File: config.mk
export PLATFORM = sky130hd
export DESIGN_NAME = can_dongle_frame_deframer_unit
export DESIGN_NICKNAME = d
export VERILOG_FILES = /design/src/hw/rtl/cdfd_pkg.sv /design/src/hw/rtl/cdfd_core.sv /design/src/hw/rtl/can_dongle_frame_deframer_unit.sv
export SDC_FILE = /design/constraint.sdc
export NUM_CORES = 1
export LEC_CHECK = 0
export BUFFER_PORTS_ARGS = -buffer_cell sky130_fd_sc_hd__buf_2
export CAP_MARGIN = 20
export CORE_MARGIN = 4
export CORE_UTILIZATION = 50
export CTS_CLUSTER_SIZE = 40
export DETAILED_ROUTE_END_ITERATION = 7
export PLACE_DENSITY_LB_ADDON = 0.25
export SYNTH_ARGS = -nofsm -noshare
export SYNTH_HDL_FRONTEND = slang
export SYNTH_SLANG_ARGS = --single-unit
File: constraint.sdc
create_clock -name i_clk -period 12.5 [get_ports i_clk]
set_input_delay 1.25 -clock i_clk [delete_from_list [all_inputs] [get_ports i_clk]]
set_output_delay 1.25 -clock i_clk [all_outputs]
set_load 0.05 [all_outputs]
File: src/hw/rtl/cdfd_pkg.sv
// ----------------------------------------------------------------------------
// cdfd_pkg
// Shared types and constants of the serial CAN dongle frame deframer.
// ----------------------------------------------------------------------------
package cdfd_pkg;

    // start bytes seen while hunting
    localparam logic [7:0]  START_CAN     = 8'h43;  // 'C'
    localparam logic [7:0]  START_ERR     = 8'h45;  // 'E'

    // error reports always carry four bytes
    localparam logic [3:0]  ERR_LEN       = 4'd4;

    // reset value of the timeout limit register
    localparam logic [15:0] TIMEOUT_RESET = 16'd10;

    typedef enum logic [2:0] {
        PH_HUNT  = 3'd0,
        PH_HDR1  = 3'd1,
        PH_HDR2  = 3'd2,
        PH_CDATA = 3'd3,
        PH_EDATA = 3'd4
    } t_phase;

    typedef enum logic [1:0] {
        ST_DATA    = 2'd0,
        ST_NOPAY   = 2'd1,
        ST_ERRREP  = 2'd2,
        ST_TIMEOUT = 2'd3
    } t_status;

    // one input request
    typedef struct packed {
        logic       byte_valid;
        logic [7:0] rx_byte;
    } t_item;

    // one result request
    typedef struct packed {
        t_status     status;
        logic [10:0] ident;
        logic [3:0]  length;
        logic        rtr;
        logic [7:0]  data_byte;
        logic [3:0]  byte_index;
        logic        last;
    } t_result;

endpackage

File: src/hw/rtl/cdfd_core.sv
// ----------------------------------------------------------------------------
// cdfd_core
// Frame phase machine, one pass per item: hunts start bytes, counts empty ticks,
// parses headers, emits a result per payload byte, no-payload header or timeout.
// ----------------------------------------------------------------------------
module cdfd_core (
    input  logic               i_clk,
    input  logic               i_rst_n,
    input  logic               i_step,
    input  cdfd_pkg::t_item    i_item,
    input  logic [15:0]        i_timeout_limit,
    output logic               o_res_valid,
    output cdfd_pkg::t_result  o_res
);

    cdfd_pkg::t_phase r_phase, n_phase;
    logic [15:0] r_miss_count, n_miss_count;
    logic [7:0]  r_ident_high, n_ident_high;
    logic [10:0] r_frame_ident, n_frame_ident;
    logic [3:0]  r_frame_length, n_frame_length;
    logic        r_frame_rtr, n_frame_rtr;
    logic [3:0]  r_payload_count, n_payload_count;

    // shared decode
    logic [16:0] w_miss_inc;
    logic        w_miss_hit;
    logic        w_limit_zero;
    logic [10:0] w_hdr_ident;
    logic [3:0]  w_hdr_len;
    logic        w_hdr_rtr;
    logic        w_hdr_nopay;
    logic [4:0]  w_idx_inc;
    logic        w_cdata_last;
    logic        w_edata_last;
    logic [7:0]  w_b;

    assign w_b          = i_item.rx_byte;
    assign w_limit_zero = (i_timeout_limit == 16'd0);
    assign w_miss_inc   = {1'b0, r_miss_count} + 17'd1;
    assign w_miss_hit   = (w_miss_inc >= {1'b0, i_timeout_limit});
    assign w_hdr_ident  = {r_ident_high, w_b[7:5]};
    assign w_hdr_len    = w_b[3:0];
    assign w_hdr_rtr    = w_b[4];
    assign w_hdr_nopay  = w_hdr_rtr || (w_hdr_len == 4'd0);
    assign w_idx_inc    = {1'b0, r_payload_count} + 5'd1;
    assign w_cdata_last = (w_idx_inc >= {1'b0, r_frame_length});
    assign w_edata_last = (w_idx_inc >= {1'b0, cdfd_pkg::ERR_LEN});

    // next state
    always_comb begin
        n_phase         = r_phase;
        n_miss_count    = r_miss_count;
        n_ident_high    = r_ident_high;
        n_frame_ident   = r_frame_ident;
        n_frame_length  = r_frame_length;
        n_frame_rtr     = r_frame_rtr;
        n_payload_count = r_payload_count;
        if (i_step) begin
            case (r_phase)
                cdfd_pkg::PH_HDR1: begin
                    if (i_item.byte_valid) begin
                        n_ident_high = w_b;
                        n_phase      = cdfd_pkg::PH_HDR2;
                    end
                end
                cdfd_pkg::PH_HDR2: begin
                    if (i_item.byte_valid) begin
                        n_frame_ident   = w_hdr_ident;
                        n_frame_length  = w_hdr_len;
                        n_frame_rtr     = w_hdr_rtr;
                        n_payload_count = 4'd0;
                        n_phase = w_hdr_nopay ? cdfd_pkg::PH_HUNT : cdfd_pkg::PH_CDATA;
                    end
                end
                cdfd_pkg::PH_CDATA: begin
                    if (i_item.byte_valid) begin
                        if (w_cdata_last) begin
                            n_payload_count = 4'd0;
                            n_phase         = cdfd_pkg::PH_HUNT;
                        end else begin
                            n_payload_count = w_idx_inc[3:0];
                        end
                    end
                end
                cdfd_pkg::PH_EDATA: begin
                    if (i_item.byte_valid) begin
                        if (w_edata_last) begin
                            n_payload_count = 4'd0;
                            n_phase         = cdfd_pkg::PH_HUNT;
                        end else begin
                            n_payload_count = w_idx_inc[3:0];
                        end
                    end
                end
                default: begin
                    // hunting, also any stray phase code
                    n_phase = cdfd_pkg::PH_HUNT;
                    if (w_limit_zero) begin
                        n_miss_count = 16'd0;
                    end else if (!i_item.byte_valid) begin
                        n_miss_count = w_miss_hit ? 16'd0 : w_miss_inc[15:0];
                    end else if (w_b == cdfd_pkg::START_CAN) begin
                        n_miss_count = 16'd0;
                        n_phase      = cdfd_pkg::PH_HDR1;
                    end else if (w_b == cdfd_pkg::START_ERR) begin
                        n_miss_count    = 16'd0;
                        n_frame_ident   = 11'd0;
                        n_frame_length  = cdfd_pkg::ERR_LEN;
                        n_frame_rtr     = 1'b0;
                        n_payload_count = 4'd0;
                        n_phase         = cdfd_pkg::PH_EDATA;
                    end
                end
            endcase
        end
    end

    // result for the current item
    always_comb begin
        o_res_valid = 1'b0;
        o_res       = '0;
        case (r_phase)
            cdfd_pkg::PH_HDR1: begin
                o_res_valid = 1'b0;
            end
            cdfd_pkg::PH_HDR2: begin
                if (i_item.byte_valid && w_hdr_nopay) begin
                    o_res_valid  = 1'b1;
                    o_res.status = cdfd_pkg::ST_NOPAY;
                    o_res.ident  = w_hdr_ident;
                    o_res.length = w_hdr_len;
                    o_res.rtr    = w_hdr_rtr;
                    o_res.last   = 1'b1;
                end
            end
            cdfd_pkg::PH_CDATA: begin
                if (i_item.byte_valid) begin
                    o_res_valid      = 1'b1;
                    o_res.status     = cdfd_pkg::ST_DATA;
                    o_res.ident      = r_frame_ident;
                    o_res.length     = r_frame_length;
                    o_res.data_byte  = w_b;
                    o_res.byte_index = r_payload_count;
                    o_res.last       = w_cdata_last;
                end
            end
            cdfd_pkg::PH_EDATA: begin
                if (i_item.byte_valid) begin
                    o_res_valid      = 1'b1;
                    o_res.status     = cdfd_pkg::ST_ERRREP;
                    o_res.length     = cdfd_pkg::ERR_LEN;
                    o_res.data_byte  = w_b;
                    o_res.byte_index = r_payload_count;
                    o_res.last       = w_edata_last;
                end
            end
            default: begin
                // timeout on zero limit, or when the tick count reaches the limit
                if (w_limit_zero || (!i_item.byte_valid && w_miss_hit)) begin
                    o_res_valid  = 1'b1;
                    o_res.status = cdfd_pkg::ST_TIMEOUT;
                    o_res.last   = 1'b1;
                end
            end
        endcase
    end

    // state registers
    always_ff @(posedge i_clk) begin
        if (!i_rst_n) begin
            r_phase         <= cdfd_pkg::PH_HUNT;
            r_miss_count    <= 16'd0;
            r_ident_high    <= 8'd0;
            r_frame_ident   <= 11'd0;
            r_frame_length  <= 4'd0;
            r_frame_rtr     <= 1'b0;
            r_payload_count <= 4'd0;
        end else begin
            r_phase         <= n_phase;
            r_miss_count    <= n_miss_count;
            r_ident_high    <= n_ident_high;
            r_frame_ident   <= n_frame_ident;
            r_frame_length  <= n_frame_length;
            r_frame_rtr     <= n_frame_rtr;
            r_payload_count <= n_payload_count;
        end
    end

endmodule

File: src/hw/rtl/can_dongle_frame_deframer_unit.sv
// ----------------------------------------------------------------------------
// can_dongle_frame_deframer_unit
// Receive-side deframer for a serial CAN dongle byte stream.
// ----------------------------------------------------------------------------
// The block takes one request per clock (a byte or an empty read tick) and
// gives at most one result per request. A request is held in the input
// register, where the phase machine handles it in a single pass, and its
// result is loaded into the output register as the request leaves it.
// Throughput is one request per cycle while the output side keeps taking
// results; a stall on the output holds the result register and then the
// input register. The timeout limit register is written through the cfg
// channel, which is always ready, and should be changed only while no
// request is in flight.
module can_dongle_frame_deframer_unit (
    input  logic        i_clk,
    input  logic        i_rst_n,
    // configuration write
    input  logic        i_cfg_valid,
    output logic        o_cfg_ready,
    input  logic [15:0] i_cfg_data,
    // input channel
    input  logic        i_in_valid,
    output logic        o_in_stall,
    input  logic        i_byte_valid,
    input  logic [7:0]  i_rx_byte,
    // output channel
    output logic        o_out_valid,
    input  logic        i_out_stall,
    output logic [1:0]  o_status,
    output logic [10:0] o_ident,
    output logic [3:0]  o_length,
    output logic        o_rtr,
    output logic [7:0]  o_data_byte,
    output logic [3:0]  o_byte_index,
    output logic        o_last
);

    logic [15:0]       r_timeout_limit;
    logic              r_in_vld;
    cdfd_pkg::t_item   r_in;
    logic              r_out_vld;
    cdfd_pkg::t_result r_out;

    logic              w_advance;
    logic              w_step;
    logic              w_res_valid;
    cdfd_pkg::t_result w_res;

    // flow control: result register moves unless held, input follows it
    assign w_advance  = !(r_out_vld && i_out_stall);
    assign w_step     = r_in_vld && w_advance;
    assign o_in_stall = r_in_vld && !w_advance;
    assign o_cfg_ready = 1'b1;

    // configuration register
    always_ff @(posedge i_clk) begin
        if (!i_rst_n) begin
            r_timeout_limit <= cdfd_pkg::TIMEOUT_RESET;
        end else if (i_cfg_valid && o_cfg_ready) begin
            r_timeout_limit <= i_cfg_data;
        end
    end

    // input register
    always_ff @(posedge i_clk) begin
        if (!i_rst_n) begin
            r_in_vld <= 1'b0;
        end else if (i_in_valid && !o_in_stall) begin
            r_in_vld <= 1'b1;
        end else if (w_step) begin
            r_in_vld <= 1'b0;
        end
    end

    always_ff @(posedge i_clk) begin
        if (i_in_valid && !o_in_stall) begin
            r_in.byte_valid <= i_byte_valid;
            r_in.rx_byte    <= i_rx_byte;
        end
    end

    cdfd_core u_core (
        .i_clk           (i_clk),
        .i_rst_n         (i_rst_n),
        .i_step          (w_step),
        .i_item          (r_in),
        .i_timeout_limit (r_timeout_limit),
        .o_res_valid     (w_res_valid),
        .o_res           (w_res)
    );

    // result register
    always_ff @(posedge i_clk) begin
        if (!i_rst_n) begin
            r_out_vld <= 1'b0;
        end else if (w_advance) begin
            r_out_vld <= w_step && w_res_valid;
        end
    end

    always_ff @(posedge i_clk) begin
        if (w_step && w_res_valid) begin
            r_out <= w_res;
        end
    end

    assign o_out_valid  = r_out_vld;
    assign o_status     = r_out.status;
    assign o_ident      = r_out.ident;
    assign o_length     = r_out.length;
    assign o_rtr        = r_out.rtr;
    assign o_data_byte  = r_out.data_byte;
    assign o_byte_index = r_out.byte_index;
    assign o_last       = r_out.last;

    // checks
    a_stall_needs_item: assert property (@(posedge i_clk) disable iff (!i_rst_n)
        o_in_stall |-> (r_in_vld && r_out_vld))
        else $error("input stalled without a held item");

    a_timeout_shape: assert property (@(posedge i_clk) disable iff (!i_rst_n)
        (o_out_valid && o_status == cdfd_pkg::ST_TIMEOUT) |->
            (o_last && o_ident == 11'd0 && o_length == 4'd0))
        else $error("malformed timeout result");

    a_errrep_shape: assert property (@(posedge i_clk) disable iff (!i_rst_n)
        (o_out_valid && o_status == cdfd_pkg::ST_ERRREP) |->
            (o_length == cdfd_pkg::ERR_LEN && o_ident == 11'd0 && !o_rtr))
        else $error("malformed error report result");

    a_nopay_shape: assert property (@(posedge i_clk) disable iff (!i_rst_n)
        (o_out_valid && o_status == cdfd_pkg::ST_NOPAY) |->
            (o_last && o_byte_index == 4'd0 && o_data_byte == 8'd0))
        else $error("malformed no-payload result");

endmodule
==> flow_metrics.env <==
export IMPL_async_reset_ff_share_pct=0
export IMPL_vias_per_cell=5.63
export IMPL_fp_dieH_um=108
export IMPL_crit_top_cell="ha_1"
export IMPL_gr_total_overflow=0
export IMPL_drt_initial_drc_count=159
export IMPL_p_leak_nw=2.40
export IMPL_layout_common_cells="dfxtp_1 (64), buf_2 (62), nor2_1 (49)"
export IMPL_swShare_pct=26.1
export IMPL_critPathMaxFanout=31
export IMPL_setup_ws_ps=8130
export IMPL_relSlewSlack_pct=35.7
export IMPL_htreeDepth=3
export IMPL_grt_pass1_vias=3735
export IMPL_port_buffers=62
export IMPL_hold_path_class="flop to flop"
export IMPL_cp_start_kind="flop"
export IMPL_yosys_warnings=0
export IMPL_vias=3741
export IMPL_synth_edf_count=40
export IMPL_p_switching_mw=0.159
export IMPL_clock_latency_ps=380
export IMPL_rsz0062_at_grt="no"
export IMPL_cts_buffer_depth=2
export IMPL_die_w_um=108
export IMPL_core_area_mm2=0.00973
export IMPL_cts_buffers=9
export IMPL_final_min_period_over_clock_period_pct=35.0
export IMPL_area_growth_pct=11.3
export IMPL_place_area_mm2=0.00533
export IMPL_pwr_share_comb_pct=6.0
export IMPL_cts_num_sinks=104
export IMPL_clkPwrFrac_pct=33.8
export IMPL_drc_errors=0
export IMPL_wl_per_cell_um=16.2
export IMPL_worstPathCellList="ha_1 > and2_1 > nand4_1 > nor2_1 > and3_1 > xor2_1 > ha_1 > nand3_1 > nor3_1 > o31a_1 > a311oi_2 > buf_4 > a221o_1 > a21oi_4"
export IMPL_initial_utilization_pct=51.0
export IMPL_wirelength_um=10800
export IMPL_clk_transition_reported_paths_ps=110
export IMPL_p_per_area_mw_per_mm2=110
export IMPL_critPathMaxStageDelay_ps=790
export IMPL_period_needed_ps=4370
export IMPL_yosys_most_used_dff="dfxtp_1"
export IMPL_synth_cell_types=60
export IMPL_hold_viol_final=0
export IMPL_cp_slowest_cell="a21oi_4"
export IMPL_power_mw=0.608
export IMPL_cts_hold_buffers_added=0
export IMPL_worstPathArrival_ps=4380
export IMPL_fin_area_mm2=0.00552
export IMPL_ys_top_cells_by_area="dfxtp_1 (26%), edfxtp_1 (24%), ha_1 (5.8%)"
export IMPL_track_usage_pct=19.6
export IMPL_power_frac_seq_pct=60.2
export IMPL_end_kind="flop"
export IMPL_yosysTopAreaCell="dfxtp_1"
export IMPL_die_area_mm2=0.0116
export IMPL_syn_area_mm2=0.00496
export IMPL_ant_nets=0
export IMPL_routabilityCongestion=0.918
export IMPL_crit_type="flop to flop"
export IMPL_syn_avg_cell_area_um2=10.4
export IMPL_status="complete, no violations"
export IMPL_worstMarginPinSlew_ps=963
export IMPL_pin_count=64
export IMPL_cts_resized=0
export IMPL_fin_hold_ws_ps=497
export IMPL_synthesis_nets=529
export IMPL_cts_tree="yes"
export IMPL_nets=580
export IMPL_final_util_pct=56.8
export IMPL_hpwl_um=7930
export IMPL_finClkSkew_ps=15.8
export IMPL_internal_power_mw=0.450
export IMPL_maxCapViolCount=0
export IMPL_grt_first_pass_wirelength_um=17800
export IMPL_setup_viol=0
export IMPL_yosysSeqAreaShare_pct=50.0
export IMPL_layout_commonest_cell="dfxtp_1"
export IMPL_diodes=0
export IMPL_postCtsSetupBuffers=0
export IMPL_first_pass_iters=7
export IMPL_antenna_found_initial=0
export IMPL_yosys_register_bits=104
export IMPL_final_setup_tns_ps=0
export IMPL_syn_inst=476
export IMPL_cts_root_buffer="clkbuf_8"
export IMPL_yosys_area_top_type_share_pct=25.8
export IMPL_grt_max_degree=36
export IMPL_fp_row_count=36
export IMPL_stdcell_count=665
export IMPL_dp_slack_ps=8100
export IMPL_critical_path_required_ps=12510
export IMPL_drive_gt1_share_pct=17.5
export IMPL_max_freq_mhz=229
export IMPL_ir_drop_mv=0.0510
export IMPL_dp_cells=649
export IMPL_drv_slew=0
## sequential cells by signal, indices dropped and copies added (netlist names)
signal and count:
o_byte_index 4, o_data_byte 8, o_ident 11, o_last 1, o_length 4, o_out_valid 1
o_rtr 1, o_status 2, r_in 9, r_in_vld 1, r_timeout_limit 16, u_core.r_frame_ident 11
u_core.r_frame_length 4, u_core.r_ident_high 8, u_core.r_miss_count 16, u_core.r_payload_count 4, u_core.r_phase 3
## worst paths after layout
path                                             start                                    to  slack, ps  depth (start not counted)
hold / removal    u_core.r_frame_ident[3]$_SDFFE_PN0P_  u_core.r_frame_ident[3]$_SDFFE_PN0P_        500                          1
setup / recovery   u_core.r_miss_count[0]$_SDFFE_PN0P_             o_byte_index[2]$_DFFE_PP_       8130                         14
hold reg to reg   u_core.r_frame_ident[3]$_SDFFE_PN0P_  u_core.r_frame_ident[3]$_SDFFE_PN0P_        500                          1
setup reg to reg   u_core.r_miss_count[0]$_SDFFE_PN0P_             o_byte_index[2]$_DFFE_PP_       8130                         14
## kinds of logic after synthesis
family / after synthesis / synth area share, %
and+or+nand+nor: 163 / 16.9
xor gates and xnor gates: 16 / 2.82
AOI/OAI and AO/OA: 94 / 14.6
adders and majority gates: 23 / 5.80
other: 1 / 0.0756
muxes: 24 / 4.84
buffers and inverters: 51 / 4.87
DFF: 104 / 50.0
## layer usage
metal / vias to the layer above / track usage (%) / part of all wire (%)
met1: 1758 / 21.2 / 40
met4: 0 / 7.39 / 3.2
met3: 35 / 4.26 / 4.3
met5: - / 0 / 0
met2: 107 / 36.8 / 52
li1: 1841 / - / -
## critical path: cells and delay by family (launching register included)
| family | cells | cell delay [ps] |
|---|---|---|
| AND/OR/NAND/NOR | 6 | 1230 |
| XOR/XNOR | 1 | 90 |
| buffers and inverters | 1 | 220 |
| AO/OA/AOI/OAI | 4 | 1440 |
| flip-flops | 1 | 410 |
| adder cells (fa/ha/maj) | 2 | 590 |
## area by class of cell
cell class | instances | area [µm²]
clock inverters | 7 | 71.3
flip-flops and latches | 104 | 2480
repair buffers | 65 | 333
multi-input cells | 321 | 2250
fillers | 885 | 4210
well taps | 133 | 166
inverters | 26 | 97.6
clock buffers | 9 | 124
## power groups by stage
stage	logic, mW	registers, mW	clock network (mW)
floorplan	0.0293	0.369	0
global placement	0.0354	0.374	0
detailed placement	0.0364	0.374	0
CTS	0.0366	0.366	0.212
global route	0.0409	0.367	0.226
finish	0.0365	0.366	0.206
## Yosys cell counts (all sizes together), types with 2 or more instances
| library cell | instances |
|---|---|
| inv | 25 |
| and3 | 6 |
| nand3 | 17 |
| xor2 | 6 |
| clkbuf | 9 |
| a22oi | 2 |
| nor2 | 50 |
| nand2b | 4 |
| a22o | 28 |
| nor3b | 2 |
| nand4 | 11 |
| nor3 | 8 |
| nand2 | 27 |
| a32o | 7 |
| a21o | 3 |
| a211oi | 4 |
| a21oi | 10 |
| a31oi | 9 |
| o21ai | 10 |
| o211ai | 8 |
| and2 | 18 |
| buf | 16 |
| a311oi | 2 |
| xnor2 | 10 |
| nand4b | 3 |
| or3 | 2 |
| nor4 | 6 |
| edfxtp | 40 |
| mux2i | 24 |
| a32oi | 2 |
| ha | 23 |
| nor2b | 4 |
| dfxtp | 64 |
(Power assumes the default switching activity.)
